$ cat src/rtl/core/sbf_pkg.sv
`default_nettype none
package sbf_pkg;

	localparam int unsigned WINDOW_DEPTH = 8;
	localparam int unsigned NUM_PATTERNS = 6;
	localparam int unsigned MAX_PAT_LEN  = 9;
	localparam int unsigned PAT_BITS     = MAX_PAT_LEN * 8;
	localparam int unsigned RESP_PATTERN = 5;

	localparam logic [15:0] HTTP_PORT_RESET = 16'd80;

	// Patterns are right-justified: the last character sits in bits [7:0], so the
	// character k places back from the newest byte is at bits [8*k +: 8].
	localparam logic [PAT_BITS-1:0] PAT_STR [NUM_PATTERNS] = '{
		PAT_BITS'("GET "),
		PAT_BITS'("HEAD "),
		PAT_BITS'("POST "),
		PAT_BITS'("PUT "),
		PAT_BITS'("OPTION "),
		PAT_BITS'("HTTP/1.1 ")
	};

	localparam int unsigned PAT_LEN [NUM_PATTERNS] = '{4, 5, 5, 4, 7, 9};

	typedef struct packed {
		logic [7:0]  data_byte;
		logic [15:0] source_port;
		logic [15:0] dest_port;
		logic        first_of_packet;
		logic        last_of_packet;
	} sbf_in_t;

	typedef struct packed {
		logic [6:0] text_byte;
		logic       end_of_packet;
		logic       is_http;
	} sbf_out_t;

	typedef struct packed {
		logic       valid;
		logic       mark;
		logic [7:0] data;
	} cell_t;

	function automatic logic is_text(input logic [7:0] b);
		return ((b >= 8'h09) && (b <= 8'h0D)) || ((b >= 8'h20) && (b <= 8'h7E));
	endfunction

endpackage
`default_nettype wire

$ cat src/rtl/core/sbf_cell.sv
`default_nettype none
module sbf_cell (
	input  wire logic                                    clk,
	input  wire logic                                    arst_n,
	input  wire logic                                    shift,
	input  wire logic                                    kill,
	input  wire logic                                    mark_set,
	input  wire sbf_pkg::cell_t                          load,
	input  wire logic [sbf_pkg::NUM_PATTERNS-1:0][7:0]   pattern_bytes,
	input  wire logic [sbf_pkg::NUM_PATTERNS-1:0]        pattern_used,
	output sbf_pkg::cell_t                               slot,
	output logic [sbf_pkg::NUM_PATTERNS-1:0]             hit
);
	import sbf_pkg::*;

	logic       valid_q;
	logic       mark_q;
	logic [7:0] data_q;
	logic       live;

	// A new packet discards whatever the cell still holds.
	assign live = valid_q & ~kill;

	always_comb begin
		slot.valid = live;
		slot.mark  = live & (mark_q | mark_set);
		slot.data  = data_q;
	end

	// A pattern position that this cell does not cover never blocks a match.
	always_comb begin
		for (int p = 0; p < NUM_PATTERNS; p++) begin
			hit[p] = ~pattern_used[p] | (live & (data_q == pattern_bytes[p]));
		end
	end

	always_ff @(posedge clk or negedge arst_n) begin
		if (!arst_n) begin
			valid_q <= 1'b0;
			mark_q  <= 1'b0;
		end else if (shift) begin
			valid_q <= load.valid;
			mark_q  <= load.mark;
		end
	end

	always_ff @(posedge clk) begin
		if (shift) begin
			data_q <= load.data;
		end
	end

endmodule
`default_nettype wire

$ cat src/rtl/core/http_signature_byte_filter.sv
// HTTP signature byte filter. Packet bytes enter on the item channel, one word per
// cycle while item_stall is low, from the IP header onward; the ports are taken with
// the first byte. Once a request pattern (destination port equal to http_port) or the
// response pattern (source port equal to http_port) has been seen, every printable or
// whitespace byte from the start of that match on appears on the result channel,
// eight bytes behind the input. While a packet streams, one byte is accepted every
// cycle unless the result side stalls. After the last byte of a packet the eight-cell
// window drains through the output register: the item channel stalls while the cells
// that still hold bytes shift out, then for the closing word that carries is_http.
`default_nettype none
module http_signature_byte_filter (
	input  wire logic              clk,
	input  wire logic              arst_n,
	input  wire logic              item_valid,
	output logic                   item_stall,
	input  wire sbf_pkg::sbf_in_t  item,
	output logic                   result_valid,
	input  wire logic              result_stall,
	output sbf_pkg::sbf_out_t      result,
	input  wire logic              cfg_valid,
	output logic                   cfg_ready,
	input  wire logic [15:0]       cfg_data
);
	import sbf_pkg::*;

	typedef enum logic [1:0] {
		ST_RUN   = 2'b01,
		ST_DRAIN = 2'b10
	} state_t;

	state_t      state_q;
	logic [15:0] http_port_q;
	logic        req_en_q;
	logic        rsp_en_q;
	logic        match_found_q;
	logic        verdict_q;
	logic        result_valid_q;
	sbf_out_t    result_q;

	logic        can_load;
	logic        accept;
	logic        drain_step;
	logic        any_valid;
	logic        shift;
	logic        kill;
	logic        req_en;
	logic        rsp_en;
	logic        match_eff;
	logic        match_new;
	logic        any_match;
	logic        emit_text;
	logic        closing;
	cell_t       head;

	logic [NUM_PATTERNS-1:0]      pat_en;
	logic [NUM_PATTERNS-1:0]      match;
	logic [NUM_PATTERNS-1:0]      hit_all;
	cell_t                        cell_in  [WINDOW_DEPTH];
	cell_t                        cell_out [WINDOW_DEPTH];
	logic [NUM_PATTERNS-1:0]      hit      [WINDOW_DEPTH];
	logic [NUM_PATTERNS-1:0][7:0] pat_bytes [WINDOW_DEPTH];
	logic [NUM_PATTERNS-1:0]      pat_used [WINDOW_DEPTH];
	logic [WINDOW_DEPTH-1:0]      reach;
	logic [WINDOW_DEPTH-1:0]      valid_vec;

	assign cfg_ready = 1'b1;

	assign can_load   = ~result_valid_q | ~result_stall;
	assign item_stall = (state_q != ST_RUN) | ~can_load;
	assign accept     = item_valid & ~item_stall;
	assign drain_step = (state_q == ST_DRAIN) & can_load;
	assign kill       = accept & item.first_of_packet;

	assign req_en    = item.first_of_packet ? (item.dest_port == http_port_q) : req_en_q;
	assign rsp_en    = item.first_of_packet ? (item.source_port == http_port_q) : rsp_en_q;
	assign match_eff = match_found_q & ~item.first_of_packet;

	// Cell 0 holds the newest earlier byte, cell WINDOW_DEPTH-1 the oldest.
	genvar gi, gp;
	generate
		for (gi = 0; gi < WINDOW_DEPTH; gi++) begin : g_cell
			for (gp = 0; gp < NUM_PATTERNS; gp++) begin : g_pat
				assign pat_bytes[gi][gp] = PAT_STR[gp][8*(gi+1) +: 8];
				assign pat_used[gi][gp]  = (PAT_LEN[gp] > (gi + 1));
			end

			if (gi == 0) begin : g_head
				assign cell_in[gi] = head;
			end else begin : g_link
				assign cell_in[gi] = cell_out[gi-1];
			end

			assign reach[gi]     = accept & |(match & pat_used[gi]);
			assign valid_vec[gi] = cell_out[gi].valid;

			sbf_cell u_cell (
				.clk           (clk),
				.arst_n        (arst_n),
				.shift         (shift),
				.kill          (kill),
				.mark_set      (reach[gi]),
				.load          (cell_in[gi]),
				.pattern_bytes (pat_bytes[gi]),
				.pattern_used  (pat_used[gi]),
				.slot          (cell_out[gi]),
				.hit           (hit[gi])
			);
		end
	endgenerate

	always_comb begin
		hit_all = '1;
		for (int i = 0; i < WINDOW_DEPTH; i++) begin
			hit_all = hit_all & hit[i];
		end
		for (int p = 0; p < NUM_PATTERNS; p++) begin
			pat_en[p] = (p == RESP_PATTERN) ? rsp_en : req_en;
			match[p]  = pat_en[p] & hit_all[p] & (item.data_byte == PAT_STR[p][7:0]);
		end
	end

	assign any_match = |match;
	assign match_new = match_eff | any_match;

	// While draining, empty words are shifted in behind the packet's last byte.
	always_comb begin
		if (accept) begin
			head.valid = 1'b1;
			head.mark  = match_new;
			head.data  = item.data_byte;
		end else begin
			head = '0;
		end
	end

	assign any_valid = |valid_vec;
	assign shift     = accept | (drain_step & any_valid);
	assign emit_text = shift & cell_out[WINDOW_DEPTH-1].valid & cell_out[WINDOW_DEPTH-1].mark &
		is_text(cell_out[WINDOW_DEPTH-1].data);
	assign closing   = drain_step & ~any_valid;

	always_ff @(posedge clk or negedge arst_n) begin
		if (!arst_n) begin
			state_q        <= ST_RUN;
			http_port_q    <= HTTP_PORT_RESET;
			req_en_q       <= 1'b0;
			rsp_en_q       <= 1'b0;
			match_found_q  <= 1'b0;
			verdict_q      <= 1'b0;
			result_valid_q <= 1'b0;
		end else begin
			if (cfg_valid && cfg_ready) begin
				http_port_q <= cfg_data;
			end
			if (accept) begin
				req_en_q      <= req_en;
				rsp_en_q      <= rsp_en;
				match_found_q <= match_new & ~item.last_of_packet;
				if (item.last_of_packet) begin
					verdict_q <= match_new;
				end
			end
			case (state_q)
				ST_RUN: begin
					if (accept && item.last_of_packet) begin
						state_q <= ST_DRAIN;
					end
				end
				ST_DRAIN: begin
					if (closing) begin
						state_q <= ST_RUN;
					end
				end
				default: begin
					state_q <= ST_RUN;
				end
			endcase
			if (can_load) begin
				result_valid_q <= emit_text | closing;
			end
		end
	end

	always_ff @(posedge clk) begin
		if (can_load) begin
			if (closing) begin
				result_q.text_byte     <= '0;
				result_q.end_of_packet <= 1'b1;
				result_q.is_http       <= verdict_q;
			end else begin
				result_q.text_byte     <= cell_out[WINDOW_DEPTH-1].data[6:0];
				result_q.end_of_packet <= 1'b0;
				result_q.is_http       <= 1'b0;
			end
		end
	end

	assign result_valid = result_valid_q;
	assign result       = result_q;

endmodule
`default_nettype wire

$ cat config.mk
export PLATFORM = sky130hd
export DESIGN_NAME = http_signature_byte_filter
export DESIGN_NICKNAME = d
export VERILOG_FILES = /design/src/rtl/core/sbf_pkg.sv /design/src/rtl/core/sbf_cell.sv /design/src/rtl/core/http_signature_byte_filter.sv
export SDC_FILE = /design/constraint.sdc
export NUM_CORES = 1
export LEC_CHECK = 0
export ABC_AREA = 1
export BUFFER_PORTS_ARGS = -buffer_cell sky130_fd_sc_hd__buf_4
export CAP_MARGIN = 0
export CORE_UTILIZATION = 35
export DETAILED_ROUTE_END_ITERATION = 10
export PLACE_DENSITY = 0.6
export SYNTH_ARGS = -nofsm -noshare
export SYNTH_HDL_FRONTEND = slang
export SYNTH_SLANG_ARGS = --single-unit
$ cat constraint.sdc
create_clock -name clk -period 1.9 [get_ports clk]
set_input_delay 0.57 -clock clk [delete_from_list [all_inputs] [get_ports clk]]
set_output_delay 0.57 -clock clk [all_outputs]
set_load 0.05 [all_outputs]
==> impl_results.md <==
* Max Cap Violations at 0
* CTS Root Cell: clkbuf_16
* Via count at 4179
* Area of the mapped netlist at 5271 sq um
* # DRC at 0
* Total congestion overflow at 0
* DP HPWL at 8551 um
* Failing checks: setup timing
* Final period util at 1.092
* Peak VDD IR at 509.5 uV
* Dpl ws at -0.2915 ns
* Post-route cell area at 7079 sq um
* RD Place Congestion at 0.9017
* Fillers at 1352
* CTS tree: built
* Pwr/cell area at 913.5 nW/um^2
* Final #Nets at 783
* Worst R2R End: match_found_q
* Final WS setup at -0.1746 ns
* Cts hold-fix bufs at 0
* Vias in the first global route at 4303
* Largest buffer count on any clock path at 2
* Syn Inst Count at 581
* Worst Hold Slack at 0.1874 ns
* Req. time, crit path at 1.33 ns
* YS warnings at 0
* Die Ht at 124.7 um
* Fin util at 0.4852
* Outcome: complete, but fails checks
* RSZ-0062 raised after global routing: true
* Synth Register Bits at 112
* Clk slew on worst S/H paths at 0.08 ns
* Total GRT Usage at 0.1624
* Critical Path Sink Type: output port
* Wirelength, routed at 11820 um
* Slowest cell delay on critical path at 0.53 ns
* H-tree depth at 3
* Detail Route Antenna Nets at 0
* Crit-path cells: inv_2 > nor2_4 > buf_4 > buf_6 > nand2_1 > buf_6
* First drt pass iteration count at 4
* CP startpoint kind: flip-flop
* Initial Util at 0.3613
* Worst slew pin tran at 0.5883 ns
* Cell family with most CP delay: flip-flops
* Area Growth Syn to Fin at 34.30%
* Crit-path max FO at 3
* Power Total at 6.467 mW
* Stages on the worst setup path at 6
* Std cell rows at 44
* Post-Place Cells at 877
* Hold Crit Class: in2async
* Post-synth EDFFs at 73
* FF-to-FF path depth at 12
* Die area at 15560 sq um
* Global-route wire length before repair at 19930 um
* Avg WL per Cell at 13.01 um
* Worst skew pair latency at 0.36 ns
* Post-layout min period at 2.075 ns
* Setup TNS at -10.89 ns
* IO Pins at 75
* DIE WIDTH at 124.7 um
* Core box area at 14590 sq um
* Cell Area, Placed at 6395 sq um
* Net load switching power at 1.932 mW
* Clock network fraction of total power at 0.277
* Post-Route Skew at 0.01292 ns
* Pin count of the biggest net entering global routing at 52
* Sequential share of power at 0.501
* Vias/cell at 4.597
* Distinct cells, synth at 37
* Slew Limit Fails at 0
* Critical Path Most Common Cell: buf_6
* Combinational power share at 0.223
* Syn avg cell area at 9.073 sq um
* F_max at 0.4820 GHz
* R2r setup slk at -0.16 ns
* Fin cells at 909
* Syn_nets at 644
* CTS Buf Count at 9
* DRT iter0 DRCs at 257
* Worst Setup EP: item_stall
* Final setup violation count at 90
* Cell internal pwr at 4.536 mW
* CP Data Arrival Time at 1.50 ns
* Seq/Total Area, Yosys at 0.6017
* Net Sw Frac at 0.2987
* Setup Crit Path Kind: reg2out
* CTS Sinks at 112
* WP buf/inv at 4
* Relative slew slack at 0.5977
* Layout cell share with drive strength beyond 1 at 0.3090
* Synth Flop Type: edfxtp_1
* Fin. Hold Viols at 0
* Post-synthesis async set-or-reset flop share at 0.3482
* Reg-to-Reg Start: state_q[0]
* Number of I/O port buffers at 73
* CP Launch Point: state_q[0]
* Antenna diodes at 0
* CP max-delay cell: dfstp_2
* Initial antenna violation count at 0
* Leakage at 3.191 nW
-- sequential cells by signal, indices dropped and copies added, names as in the netlist --
| name | flops |
|---|---|
| rsp_en_q | 1 |
| result | 9 |
| match_found_q | 1 |
| req_en_q | 1 |
| g_cell.u_cell.data_q | 64 |
| result_valid | 1 |
| verdict_q | 1 |
| g_cell.u_cell.valid_q | 8 |
| http_port_q | 16 |
| state_q | 2 |
| g_cell.u_cell.mark_q | 8 |
-- cells in the mapped netlist (all sizes together), types with 2 or more instances --
cell    count  area [sq um]
nand3      25         125.1
nand4      15         115.1
dfrtp      36         900.9
nor3        9         45.04
o21bai      2         15.01
xor2        3         26.28
nor2      103         399.1
o21ai      31         170.2
clkbuf      4         15.01
xnor2       8         70.07
buf         4         41.29
a21oi       3         15.01
nand2     159         604.3
dfstp       3         78.83
mux2        3         33.78
edfxtp     73          2192
nand3b      4         30.03
clkinv      2         8.750
inv        85         319.1
-- cell usage in the layout (no fill, tap or decap), types with 2 or more instances in the layout --
master       n
o21ai_1      2
nand3_2      4
nor3_1       8
o21ai_2      7
nor2_2      16
inv_1       83
buf_6       13
edfxtp_1    73
nand2_2     12
a21oi_1      2
xnor2_1      8
clkinv_2     2
clkinv_4     5
dfstp_2      3
nand3_1     17
nor2_1      81
clkbuf_16    9
nand2_4      4
inv_6        2
xor2_1       3
nand3_4      4
nand2_1    142
nand4_1     13
inv_2        2
dfrtp_1     35
nand4_4      2
o21bai_1     2
buf_4      119
mux2_2       3
nor2_4       6
o21ai_0     22
nand3b_1     4
-- worst min path at each step --
stage,to,depth (start not counted)
CTS,state_q[1],1
global placement,g_cell[6].u_cell.data_q[7],0
detailed placement,g_cell[7].u_cell.data_q[2],0
global route,g_cell[4].u_cell.mark_q,1
finish,g_cell[4].u_cell.valid_q,1
floorplan,g_cell[0].u_cell.mark_q,0
-- cell type report --
class | instances | area, sq um | share of cell area
Sequential cell | 112 | 3173 | 0.4482
Multi-Input combinational cell | 375 | 1989 | 0.2810
Timing Repair Buffer | 133 | 1060 | 0.1497
Inverter | 87 | 336.6 | 0.04754
Tap cell | 184 | 230.2 | 0.03252
Clock buffer | 10 | 229.0 | 0.03234
Clock inverter | 6 | 43.79 | 0.006186
Timing Repair inverter | 2 | 17.52 | 0.002474
-- layer usage --
metal	part of all wire	vias up	GRT usage
li1	-	2141	-
met1	0.45	1925	0.2019
met2	0.49	89	0.2688
met3	0.045	24	0.04682
met4	0.020	0	0.05599
met5	0	-	0
-- cells by family (layout without fill, tap and decap cells) --
logic type,after synthesis,after routing,synth area share
AOI/OAI and AO/OA,41,41,0.04628
xor gates and xnor gates,11,11,0.01828
buffers and inverters,95,238,0.07287
DFF,112,112,0.6017
muxes,3,3,0.006408
other,1,1,0.0007114
and+or+nand+nor,318,319,0.2537
-- power groups by stage --
stage / combinational [mW] / clock (mW) / sequential [mW]
global route: 1.59 / 1.93 / 3.28
global placement: 1.19 / 0 / 3.24
floorplan: 0.611 / 0 / 3.27
detailed placement: 1.20 / 0 / 3.26
finish: 1.44 / 1.79 / 3.24
CTS: 1.34 / 1.84 / 3.22
-- repair_timing --
item	4_1_cts	5_1_grt
setup buffers	9	5
endpoints found under the setup margin	92	95
pin swaps	6	17
cloned	3	0
gates resized for setup	35	44
(Power assumes the default switching activity.)
